File: src/rtl/bcm_pkg.sv
package bcm_pkg;

    localparam int CFG_DATA_W   = 32;
    localparam int CFG_ADDR_W   = 4;
    localparam int REG_IDX_W    = 2;
    localparam int OP_MODE_W    = 1;
    localparam int PASS_COUNT_W = 4;
    localparam int ROW_WIDTH_W  = 7;

    localparam logic [REG_IDX_W-1:0] REG_OP_MODE    = 2'd0;
    localparam logic [REG_IDX_W-1:0] REG_PASS_COUNT = 2'd1;
    localparam logic [REG_IDX_W-1:0] REG_ROW_WIDTH  = 2'd2;

    localparam logic [OP_MODE_W-1:0]    OP_MODE_RESET    = 1'b0;
    localparam logic [PASS_COUNT_W-1:0] PASS_COUNT_RESET = 4'd1;
    localparam logic [ROW_WIDTH_W-1:0]  ROW_WIDTH_RESET  = 7'd64;

    typedef struct packed {
        logic erode;
        logic enable;
        logic clear;
    } bcm_stage_ctrl_t;

endpackage

File: src/rtl/bcm_lane.sv
module bcm_lane (
    input  logic in_image,
    input  logic erode,
    input  logic above,
    input  logic left,
    input  logic center,
    input  logic right,
    input  logic below,
    output logic pixel
);

    logic any_set;
    logic all_set;

    assign any_set = above | left | center | right | below;
    assign all_set = above & left & center & right & below;
    assign pixel   = in_image & (erode ? all_set : any_set);

endmodule

File: src/rtl/bcm_pass_core.sv
module bcm_pass_core #(
    parameter int ROW_WIDTH = 64
) (
    input  logic                 erode,
    input  logic [ROW_WIDTH-1:0] width_mask,
    input  logic [ROW_WIDTH-1:0] above_row,
    input  logic [ROW_WIDTH-1:0] cur_row,
    input  logic [ROW_WIDTH-1:0] below_row,
    output logic [ROW_WIDTH-1:0] result_row
);

    logic [ROW_WIDTH-1:0] above_m;
    logic [ROW_WIDTH-1:0] cur_m;
    logic [ROW_WIDTH-1:0] below_m;
    logic [ROW_WIDTH-1:0] lane_px;

    assign above_m = above_row & width_mask;
    assign cur_m   = cur_row & width_mask;
    assign below_m = below_row & width_mask;

    for (genvar j = 0; j < ROW_WIDTH; j++) begin : g_lane
        logic left_px;
        logic right_px;

        if (j == 0) begin : g_left_edge
            assign left_px = 1'b0;
        end else begin : g_left_in
            assign left_px = cur_m[j-1];
        end

        if (j == ROW_WIDTH - 1) begin : g_right_edge
            assign right_px = 1'b0;
        end else begin : g_right_in
            assign right_px = cur_m[j+1];
        end

        bcm_lane u_lane (
            .in_image (width_mask[j]),
            .erode    (erode),
            .above    (above_m[j]),
            .left     (left_px),
            .center   (cur_m[j]),
            .right    (right_px),
            .below    (below_m[j]),
            .pixel    (lane_px[j])
        );
    end

    assign result_row = lane_px & width_mask;

endmodule

File: src/rtl/bcm_stage.sv
module bcm_stage #(
    parameter int ROW_WIDTH = 64
) (
    input  logic                     aclk,
    input  logic                     aresetn,
    input  bcm_pkg::bcm_stage_ctrl_t ctrl,
    input  logic [ROW_WIDTH-1:0]     width_mask,
    input  logic                     in_valid,
    output logic                     in_ready,
    input  logic [ROW_WIDTH-1:0]     in_row,
    input  logic                     in_last,
    output logic                     out_valid,
    input  logic                     out_ready,
    output logic [ROW_WIDTH-1:0]     out_row,
    output logic                     out_last
);

    import bcm_pkg::*;

    typedef enum logic [1:0] {
        FILL_EMPTY,
        FILL_TOP,
        FILL_FULL
    } fill_t;

    fill_t                fill_reg, fill_next;
    logic                 flush_reg, flush_next;
    logic                 out_valid_reg, out_valid_next;
    logic [ROW_WIDTH-1:0] out_row_reg, out_row_next;
    logic                 out_last_reg, out_last_next;
    logic [ROW_WIDTH-1:0] above_reg, above_next;
    logic [ROW_WIDTH-1:0] cur_reg, cur_next;

    logic                 slot_free;
    logic [ROW_WIDTH-1:0] core_above;
    logic [ROW_WIDTH-1:0] core_cur;
    logic [ROW_WIDTH-1:0] core_below;
    logic [ROW_WIDTH-1:0] core_row;

    assign slot_free = !out_valid_reg || out_ready;
    assign in_ready  = slot_free && !flush_reg;

    always_comb begin
        core_above = (fill_reg == FILL_FULL) ? above_reg : '0;
        core_cur   = cur_reg;
        core_below = in_row;
        if (flush_reg) begin
            core_below = '0;
        end else if (fill_reg == FILL_EMPTY) begin
            core_cur   = in_row;
            core_below = '0;
        end
    end

    bcm_pass_core #(
        .ROW_WIDTH (ROW_WIDTH)
    ) u_core (
        .erode      (ctrl.erode),
        .width_mask (width_mask),
        .above_row  (core_above),
        .cur_row    (core_cur),
        .below_row  (core_below),
        .result_row (core_row)
    );

    always_comb begin
        fill_next      = fill_reg;
        flush_next     = flush_reg;
        out_valid_next = out_valid_reg;
        out_row_next   = out_row_reg;
        out_last_next  = out_last_reg;
        above_next     = above_reg;
        cur_next       = cur_reg;

        if (slot_free) begin
            out_valid_next = 1'b0;
        end

        if (ctrl.clear) begin
            fill_next      = FILL_EMPTY;
            flush_next     = 1'b0;
            out_valid_next = 1'b0;
        end else if (flush_reg) begin
            if (slot_free) begin
                out_valid_next = 1'b1;
                out_row_next   = core_row;
                out_last_next  = 1'b1;
                fill_next      = FILL_EMPTY;
                flush_next     = 1'b0;
            end
        end else if (in_valid && in_ready) begin
            if (!ctrl.enable) begin
                out_valid_next = 1'b1;
                out_row_next   = in_row;
                out_last_next  = in_last;
            end else if (fill_reg == FILL_EMPTY) begin
                cur_next = in_row;
                if (in_last) begin
                    out_valid_next = 1'b1;
                    out_row_next   = core_row;
                    out_last_next  = 1'b1;
                end else begin
                    fill_next = FILL_TOP;
                end
            end else begin
                out_valid_next = 1'b1;
                out_row_next   = core_row;
                out_last_next  = 1'b0;
                above_next     = cur_reg;
                cur_next       = in_row;
                fill_next      = FILL_FULL;
                flush_next     = in_last;
            end
        end
    end

    always_ff @(posedge aclk) begin
        out_row_reg  <= out_row_next;
        out_last_reg <= out_last_next;
        above_reg    <= above_next;
        cur_reg      <= cur_next;
        if (!aresetn) begin
            fill_reg      <= FILL_EMPTY;
            flush_reg     <= 1'b0;
            out_valid_reg <= 1'b0;
        end else begin
            fill_reg      <= fill_next;
            flush_reg     <= flush_next;
            out_valid_reg <= out_valid_next;
        end
    end

    assign out_valid = out_valid_reg;
    assign out_row   = out_row_reg;
    assign out_last  = out_last_reg;

endmodule

File: src/rtl/binary_cross_morphology.sv
// Every result leaves through the output register of each of the MAX_PASSES pass stages,
// disabled ones included. The chain takes one row per cycle while no stage stalls; each
// active pass stage holds off new rows while it emits its flush row after the bottom row.
// Throughput is set by the row registers in each pass stage, one result slot per stage.
// Reset clears the stage fill levels and all handshake valids, and loads op_mode 0,
// pass_count 1, row_width 64; the stored rows of each stage are not cleared.
module binary_cross_morphology #(
    parameter int ROW_WIDTH  = 64,
    parameter int MAX_PASSES = 8
) (
    input  logic                           aclk,
    input  logic                           aresetn,
    input  logic                           psel,
    input  logic                           penable,
    input  logic                           pwrite,
    input  logic [bcm_pkg::CFG_ADDR_W-1:0] paddr,
    input  logic [bcm_pkg::CFG_DATA_W-1:0] pwdata,
    output logic [bcm_pkg::CFG_DATA_W-1:0] prdata,
    output logic                           pready,
    input  logic                           s_valid,
    output logic                           s_ready,
    input  logic [ROW_WIDTH-1:0]           s_row_bits,
    input  logic                           s_last_row,
    output logic                           m_valid,
    input  logic                           m_ready,
    output logic [ROW_WIDTH-1:0]           m_result_bits,
    output logic                           m_frame_end
);

    import bcm_pkg::*;

    localparam logic [ROW_WIDTH_W-1:0] WIDTH_MAX = ROW_WIDTH_W'(ROW_WIDTH);
    localparam logic [4:0]             PASS_MAX  = 5'(MAX_PASSES);

    logic [OP_MODE_W-1:0]    op_mode_reg;
    logic [PASS_COUNT_W-1:0] pass_count_reg;
    logic [ROW_WIDTH_W-1:0]  row_width_reg;

    logic                    cfg_write;
    logic [REG_IDX_W-1:0]    reg_idx;
    logic                    pass_clear;
    logic [ROW_WIDTH_W-1:0]  eff_width;
    logic [4:0]              eff_passes;
    logic [ROW_WIDTH-1:0]    width_mask;

    logic                    chain_valid [MAX_PASSES+1];
    logic                    chain_ready [MAX_PASSES+1];
    logic [ROW_WIDTH-1:0]    chain_row   [MAX_PASSES+1];
    logic                    chain_last  [MAX_PASSES+1];

    assign pready     = 1'b1;
    assign cfg_write  = psel && penable && pwrite && pready;
    assign reg_idx    = paddr[CFG_ADDR_W-1:2];
    assign pass_clear = cfg_write && (reg_idx == REG_PASS_COUNT);

    always_ff @(posedge aclk) begin
        if (!aresetn) begin
            op_mode_reg    <= OP_MODE_RESET;
            pass_count_reg <= PASS_COUNT_RESET;
            row_width_reg  <= ROW_WIDTH_RESET;
        end else if (cfg_write) begin
            case (reg_idx)
                REG_OP_MODE:    op_mode_reg    <= pwdata[OP_MODE_W-1:0];
                REG_PASS_COUNT: pass_count_reg <= pwdata[PASS_COUNT_W-1:0];
                REG_ROW_WIDTH:  row_width_reg  <= pwdata[ROW_WIDTH_W-1:0];
                default: ;
            endcase
        end
    end

    always_comb begin
        case (reg_idx)
            REG_OP_MODE:    prdata = CFG_DATA_W'(op_mode_reg);
            REG_PASS_COUNT: prdata = CFG_DATA_W'(pass_count_reg);
            REG_ROW_WIDTH:  prdata = CFG_DATA_W'(row_width_reg);
            default:        prdata = '0;
        endcase
    end

    always_comb begin
        eff_width = row_width_reg;
        if (row_width_reg == '0) begin
            eff_width = ROW_WIDTH_W'(1);
        end else if (row_width_reg > WIDTH_MAX) begin
            eff_width = WIDTH_MAX;
        end
        eff_passes = {1'b0, pass_count_reg};
        if (eff_passes > PASS_MAX) begin
            eff_passes = PASS_MAX;
        end
    end

    for (genvar j = 0; j < ROW_WIDTH; j++) begin : g_mask
        assign width_mask[j] = ROW_WIDTH_W'(j) < eff_width;
    end

    assign chain_valid[0] = s_valid;
    assign s_ready        = chain_ready[0];
    assign chain_row[0]   = s_row_bits & width_mask;
    assign chain_last[0]  = s_last_row;

    for (genvar k = 0; k < MAX_PASSES; k++) begin : g_pass
        bcm_stage_ctrl_t stage_ctrl;

        assign stage_ctrl.erode  = op_mode_reg[0];
        assign stage_ctrl.enable = 5'(k) < eff_passes;
        assign stage_ctrl.clear  = pass_clear;

        bcm_stage #(
            .ROW_WIDTH (ROW_WIDTH)
        ) u_stage (
            .aclk       (aclk),
            .aresetn    (aresetn),
            .ctrl       (stage_ctrl),
            .width_mask (width_mask),
            .in_valid   (chain_valid[k]),
            .in_ready   (chain_ready[k]),
            .in_row     (chain_row[k]),
            .in_last    (chain_last[k]),
            .out_valid  (chain_valid[k+1]),
            .out_ready  (chain_ready[k+1]),
            .out_row    (chain_row[k+1]),
            .out_last   (chain_last[k+1])
        );
    end

    assign chain_ready[MAX_PASSES] = m_ready;
    assign m_valid                 = chain_valid[MAX_PASSES];
    assign m_result_bits           = chain_row[MAX_PASSES] & width_mask;
    assign m_frame_end             = chain_last[MAX_PASSES];

endmodule
File: config.mk
export PLATFORM = sky130hd
export DESIGN_NAME = binary_cross_morphology
export DESIGN_NICKNAME = d
export VERILOG_FILES = /design/src/rtl/bcm_pkg.sv /design/src/rtl/bcm_lane.sv /design/src/rtl/bcm_pass_core.sv /design/src/rtl/bcm_stage.sv /design/src/rtl/binary_cross_morphology.sv
export SDC_FILE = /design/constraint.sdc
export NUM_CORES = 2
export LEC_CHECK = 0
export BUFFER_PORTS_ARGS = -buffer_cell sky130_fd_sc_hd__buf_2
export CAP_MARGIN = 25
export CORE_UTILIZATION = 50
export DETAILED_ROUTE_END_ITERATION = 7
export PLACE_DENSITY = 0.76
export SKIP_LAST_GASP = 1
export SLEW_MARGIN = 20
export SYNTH_ARGS = -nofsm -noshare
export SYNTH_HDL_FRONTEND = slang
export SYNTH_SLANG_ARGS = --single-unit
File: constraint.sdc
create_clock -name aclk -period 14.89 [get_ports aclk]
set_input_delay 0.7445 -clock aclk [delete_from_list [all_inputs] [get_ports aclk]]
set_output_delay 0.7445 -clock aclk [all_outputs]
set_load 0.02 [all_outputs]
Word-level counts from Yosys, hierarchy flattened

Cells that the tools add are included.

Register bits after elaboration: 1588
Input port bits: 108
Logic and storage cells: 5648

$lt $le $gt $ge: 74
Eq/ne operators: 34
Mux-type cells: 796
Bitwise operators: 4580
Reductions and logical operators: 105

Operator list:

| cell                 | count |
|---|---|
| $mux W64             | 88 |
| $and A1 B1 Y1        | 2496 |
| $and A64 B64 Y64     | 34 |
| $or A1 B1 Y1         | 2032 |
| $mux W1              | 656 |
| $lt A6 B7 Y1 const A | 32 |
| $lt A5 B7 Y1 const A | 16 |
| $mux W2              | 48 |
| $reduce_and A4 Y1    | 24 |
| $lt A4 B7 Y1 const A | 8 |
| $reduce_and A5 Y1    | 8 |
| $ne A4 B4 Y1 const B | 8 |
| $reduce_bool A2 Y1   | 16 |
| $lt A3 B7 Y1 const A | 4 |
| $ne A3 B2 Y1 const B | 8 |
| $pmux W7 S3          | 1 |
| $lt A3 B5 Y1 const A | 4 |
| $logic_and A1 B1 Y1  | 19 |
| $eq A2 B2 Y1 const B | 9 |
| $logic_not A2 Y1     | 9 |
| $not A1 Y1           | 18 |
| $logic_not A1 Y1     | 16 |
| $ne A2 B2 Y1 const B | 8 |
| $lt A1 B7 Y1 const A | 2 |
| 12 further kinds     | 25 |

Logic depth before layout (Yosys ltp)

Word-level depth: 22
Depth in mapped cells: 12

By module

Synthesis repeated with hierarchy kept, for this count alone.

Cells, all modules: 9087
Area, all modules: 101731.3 sq um

Modules (own cells, without submodules):

| module                  | times used | cells each | area each (sq um) | seq. area each (sq um) |
|---|---|---|---|---|
| bcm_stage               | 8          | 509        | 8473.1            | 5875.6 |
| bcm_lane                | 512        | 5          | 36.3              | 0.0 |
| bcm_pass_core           | 8          | 257        | 1605.3            | 0.0 |
| binary_cross_morphology | 1          | 399        | 2526.2            | 240.2 |

Worst setup path after synthesis

No wires, ideal clock.

Kind: input port to flip-flop
From: in m_ready
To: reg g_pass[1].u_stage.above_reg[0] (enable)
Data arrival time: 7820 ps
Slack: 6426 ps
Stages: 7
Buffers on the path: 0
Path through: nand2b_1 a21boi_1 o21ai_2 a221oi_2 o21ai_1 nand2_1 nor4_1

Cells in the longest elaborated chain, start to end: 16

RTL lines:

| what                        | line                          | RTL |
|---|---|---|
| start, declared             | binary_cross_morphology.sv:25 | `input logic m_ready,` |
| $logic_or A1 B1 Y1          | bcm_stage.sv:40               | `assign slot_free = !out_valid_reg \|\| out_ready;` |
| $logic_and A1 B1 Y1         | bcm_stage.sv:41               | `assign in_ready = slot_free && !flush_reg;` |
| $logic_or A1 B1 Y1          | bcm_stage.sv:40               |  |
| $logic_and A1 B1 Y1         | bcm_stage.sv:41               |  |
| $logic_or A1 B1 Y1          | bcm_stage.sv:40               |  |
| $logic_and A1 B1 Y1         | bcm_stage.sv:41               |  |
| $logic_or A1 B1 Y1          | bcm_stage.sv:40               |  |
| $logic_and A1 B1 Y1         | bcm_stage.sv:41               |  |
| $logic_or A1 B1 Y1          | bcm_stage.sv:40               |  |
| $logic_and A1 B1 Y1         | bcm_stage.sv:41               |  |
| $logic_or A1 B1 Y1          | bcm_stage.sv:40               |  |
| $logic_and A1 B1 Y1         | bcm_stage.sv:41               |  |
| $logic_or A1 B1 Y1          | bcm_stage.sv:40               |  |
| $logic_and A1 B1 Y1         | bcm_stage.sv:41               |  |
| $logic_and A1 B1 Y1         | bcm_stage.sv:91               | `end else if (in_valid && in_ready) begin` |
| $reduce_and A5 Y1 (no line) | --                            |  |
| end signal, assigned        | bcm_stage.sv:120              | `above_reg <= above_next;` |
| end, declared               | bcm_stage.sv:31               | `logic [ROW_WIDTH-1:0] above_reg, above_next;` |

No other way between the ends.
A chain may end at the register's enable or synchronous reset.

Worst setup path after layout

From: reg row_width_reg[6]
To: out m_result_bits[60]

Cells in the longest elaborated chain, start to end: 5
Elaborated cells between the ends (all ways): 6

RTL lines:

| what                   | line                           | RTL |
|---|---|---|
| start, declared        | binary_cross_morphology.sv:37  | `logic [ROW_WIDTH_W-1:0] row_width_reg;` |
| start signal, assigned | binary_cross_morphology.sv:65  | `REG_ROW_WIDTH: row_width_reg <= pwdata[ROW_WIDTH_W-1:0];` |
| $gt A7 B7 Y1           | binary_cross_morphology.sv:84  | `end else if (row_width_reg > WIDTH_MAX) begin` |
| $mux W7                | binary_cross_morphology.sv:84  |  |
| $mux W7 (*)            | binary_cross_morphology.sv:82  | `if (row_width_reg == '0) begin` |
| $lt A6 B7 Y1 (*)       | binary_cross_morphology.sv:94  | `assign width_mask[j] = ROW_WIDTH_W'(j) < eff_width;` |
| $and A64 B64 Y64 (*)   | binary_cross_morphology.sv:129 | `assign m_result_bits = chain_row[MAX_PASSES] & width_mask;` |
| end, declared          | binary_cross_morphology.sv:26  | `output logic [ROW_WIDTH-1:0] m_result_bits,` |

Every way passes the cells marked *; elsewhere a longest branch is shown, timed or not.

==> metrics.md <==
| Metric | Value |
|---|---|
| DRC | `9` |
| Most frequent cells in the layout | `edfxtp_1, nand2_1, a21oi_1` |
| Clk pwr share | `43.6%` |
| WL final | `338000 um` |
| Final setup fails | `0` |
| Unrepaired setup endpoints after global routing | `false` |
| Power consumption | `10.1 mW` |
| Clock sinks | `1588` |
| Fin util | `55.8%` |
| Critical Path Source Type | `flip-flop` |
| Arrival @ worst endpoint | `4670 ps` |
| Num ports | `208` |
| Failing checks | `design-rule violations` |
| Pre-Repair DR Iteration Count | `8` |
| Fmax achieved | `185 MHz` |
| Distinct cells, synth | `129` |
| Main synth FF type | `edfxtp_1` |
| Worst min-delay path category | `in2reg` |
| Final Max Slew Viols | `0` |
| Overflow after GRT | `0` |
| Post-synthesis cell count | `8119` |
| CTS root buf | `clkbuf_16` |
| Period utilisation layout | `36.4%` |
| Seq cells post-synth | `1588` |
| CTS tree | `yes` |
| WHS Path Cells | `1` |
| DR vias | `75600` |
| Cts bufs inserted | `174` |
| Multi-input logic area | `0.0351 mm2` |
| Switching power | `2.46 mW` |
| Flop2flop setup slack | `10090 ps` |
| Fillers | `14300` |
| H-Tree Depth | `4` |
| Layout Area Growth over Synthesis | `10.8%` |
| Combinational power share | `6.8%` |
| Die area | `0.172 mm2` |
| Worst-path clk slew | `60 ps` |
| Run status | `finished with violations` |
| Post-synthesis sequential area ratio | `55.5%` |
| Switching Share | `24.3%` |
| Area of the mapped netlist | `0.0852 mm2` |
| Rows | `151` |
| Critical path endpoint category | `output port` |
| Max-Slew Margin vs Limit | `22.0%` |
| Share of cells above drive strength 1 | `12.8%` |
| Total GRT Usage | `38.0%` |
| Async set-reset flop share out of synthesis | `0%` |
| Initial drt markers | `12200` |
| Max Cap Viol | `0` |
| Vias per cell | `7.17` |
| Syn avg cell area | `10.5 um2` |
| Initial Utilization | `50.3%` |
| Worst r2r dst | `g_pass[4].u_stage.out_row[23]` |
| Crit Path Category | `reg2out` |
| Fin crit period | `5410 ps` |
| Antenna violations before repair | `42` |
| Antenna-violating nets left | `0` |
| DPL Wire Length | `235000 um` |
| Final layout net count | `8254` |
| Yosys warning total | `0` |
| Clock latency on the worst-skew pair | `850 ps` |
| Power per standard cell area | `107 mW/mm2` |
| Leakage | `33.6 nW` |
| Routed len/inst | `32.1 um` |
| Core area | `0.169 mm2` |
| Largest net degree at the start of global routing | `142` |
| Hold_buf cts | `0` |
| Clock skew | `28.1 ps` |
| Commonest non-fill, non-tap cell in the layout | `edfxtp_1` |
| WP data required | `14150 ps` |
| EDFF count, synth | `1544` |
| Clk buf depth | `3` |
| Setup Buffers After CTS | `0` |
| Worst r2r src | `op_mode_reg` |
| Register Area | `0.0473 mm2` |
| Pint | `7.65 mW` |
| Critical path origin | `row_width_reg[6]` |
| Crit Path Max Fanout | `35` |
| Port Buffers | `154` |
| Final hold vios | `0` |
| Worst reg2reg path depth | `7` |
| Max rail drop VDD | `0.000109 V` |
| Die Height | `415 um` |
| Part of the power in registers | `49.6%` |
| Placer Congestion | `0.973` |
| Worst-margin pin slew | `1170 ps` |
| Final setup TNS | `0 ps` |
| Die Wd | `415 um` |
| Number of global-route vias before repair | `70500` |
| Min-Delay Endpoint | `g_pass[0].u_stage.cur_reg[0]` |
| HP Start | `s_row_bits[0]` |
| First-pass GRT wire length | `481000 um` |
| Post-CTS resize count | `0` |
[worst max-delay path by stage]
stage / cells after the start / end / slack [ps]
final: 7 / m_result_bits[60] / 9480
after global routing: 7 / m_result_bits[60] / 9500
after CTS: 7 / m_result_bits[60] / 9650
after detailed placement: 9 / g_pass[0].u_stage.above_reg[4] / 9910
after global placement: 9 / g_pass[0].u_stage.above_reg[3] / 10100
after floorplan: 7 / g_pass[1].u_stage.above_reg[0] / 6430
[Yosys cell counts (122+ instances only)]
library cell | n | area [um2]
a21o_1 | 174 | 1310
a21oi_1 | 640 | 3200
a22o_1 | 127 | 1110
a22oi_1 | 269 | 2020
and3_1 | 122 | 763
buf_2 | 133 | 666
clkbuf_1 | 332 | 1250
edfxtp_1 | 1544 | 46400
mux2i_1 | 141 | 1410
nand2_1 | 1275 | 4790
nand3_1 | 304 | 1520
nor2_1 | 399 | 1500
nor3_1 | 153 | 766
o21ai_0 | 447 | 2240
o31ai_1 | 123 | 923
[worst max-delay path, stage by stage (launching register included)]
cell and delay, ps:
dfxtp_4 590, buf_4 590, buf_4 670, inv_2 470
nand4b_1 230, nand2_1 550, and2_1 420, buf_2 160
[power by group through the flow]
stage	Sequential, mW	Combinational [mW]	Clock, mW
2_1_floorplan	5.09	0.426	0
3_3_place_gp	5.11	0.642	0
3_5_place_dp	5.11	0.657	0
4_1_cts	5.02	0.661	4.42
5_1_grt	5.03	0.724	4.58
6_report	5.02	0.687	4.41
[per-stage QoR]
step,hold slack (ps),std cells,cell area [um2],worst slack (ps)
global placement,424,10200,88400,10100
finish,122,10500,94400,9480
global route,119,10500,94400,9500
detailed placement,430,10200,88500,9910
CTS,81.8,10500,94200,9650
floorplan,417,8143,85300,6430
[kinds of logic after synthesis]
family | Yosys count | synth area share, %
simple gates | 2816 | 15.6
compound gates | 2758 | 22.2
flops | 1588 | 55.5
buf+inv | 743 | 4.06
mux | 212 | 2.60
other cells | 2 | 0.00881
[cell type report]
type,count,share of cell area [%]
Clock inverter,93,1.07
Tap cell,2218,2.94
Inverter,129,0.518
Multi-Input combinational cell,5812,37.1
Sequential cell,1588,50.1
Antenna cell,31,0.0822
Timing Repair Buffer,441,3.23
Clock buffer,231,4.96
[layer usage]
metal / part of all wire [%] / vias up / track usage [%]
met5: 0.020 / - / 0
met4: 7.7 / 10 / 26.2
met3: 13 / 1242 / 9.15
met2: 43 / 6120 / 56.5
met1: 35 / 36600 / 49.2
li1: - / 31500 / -
(Power assumes the default switching activity.)
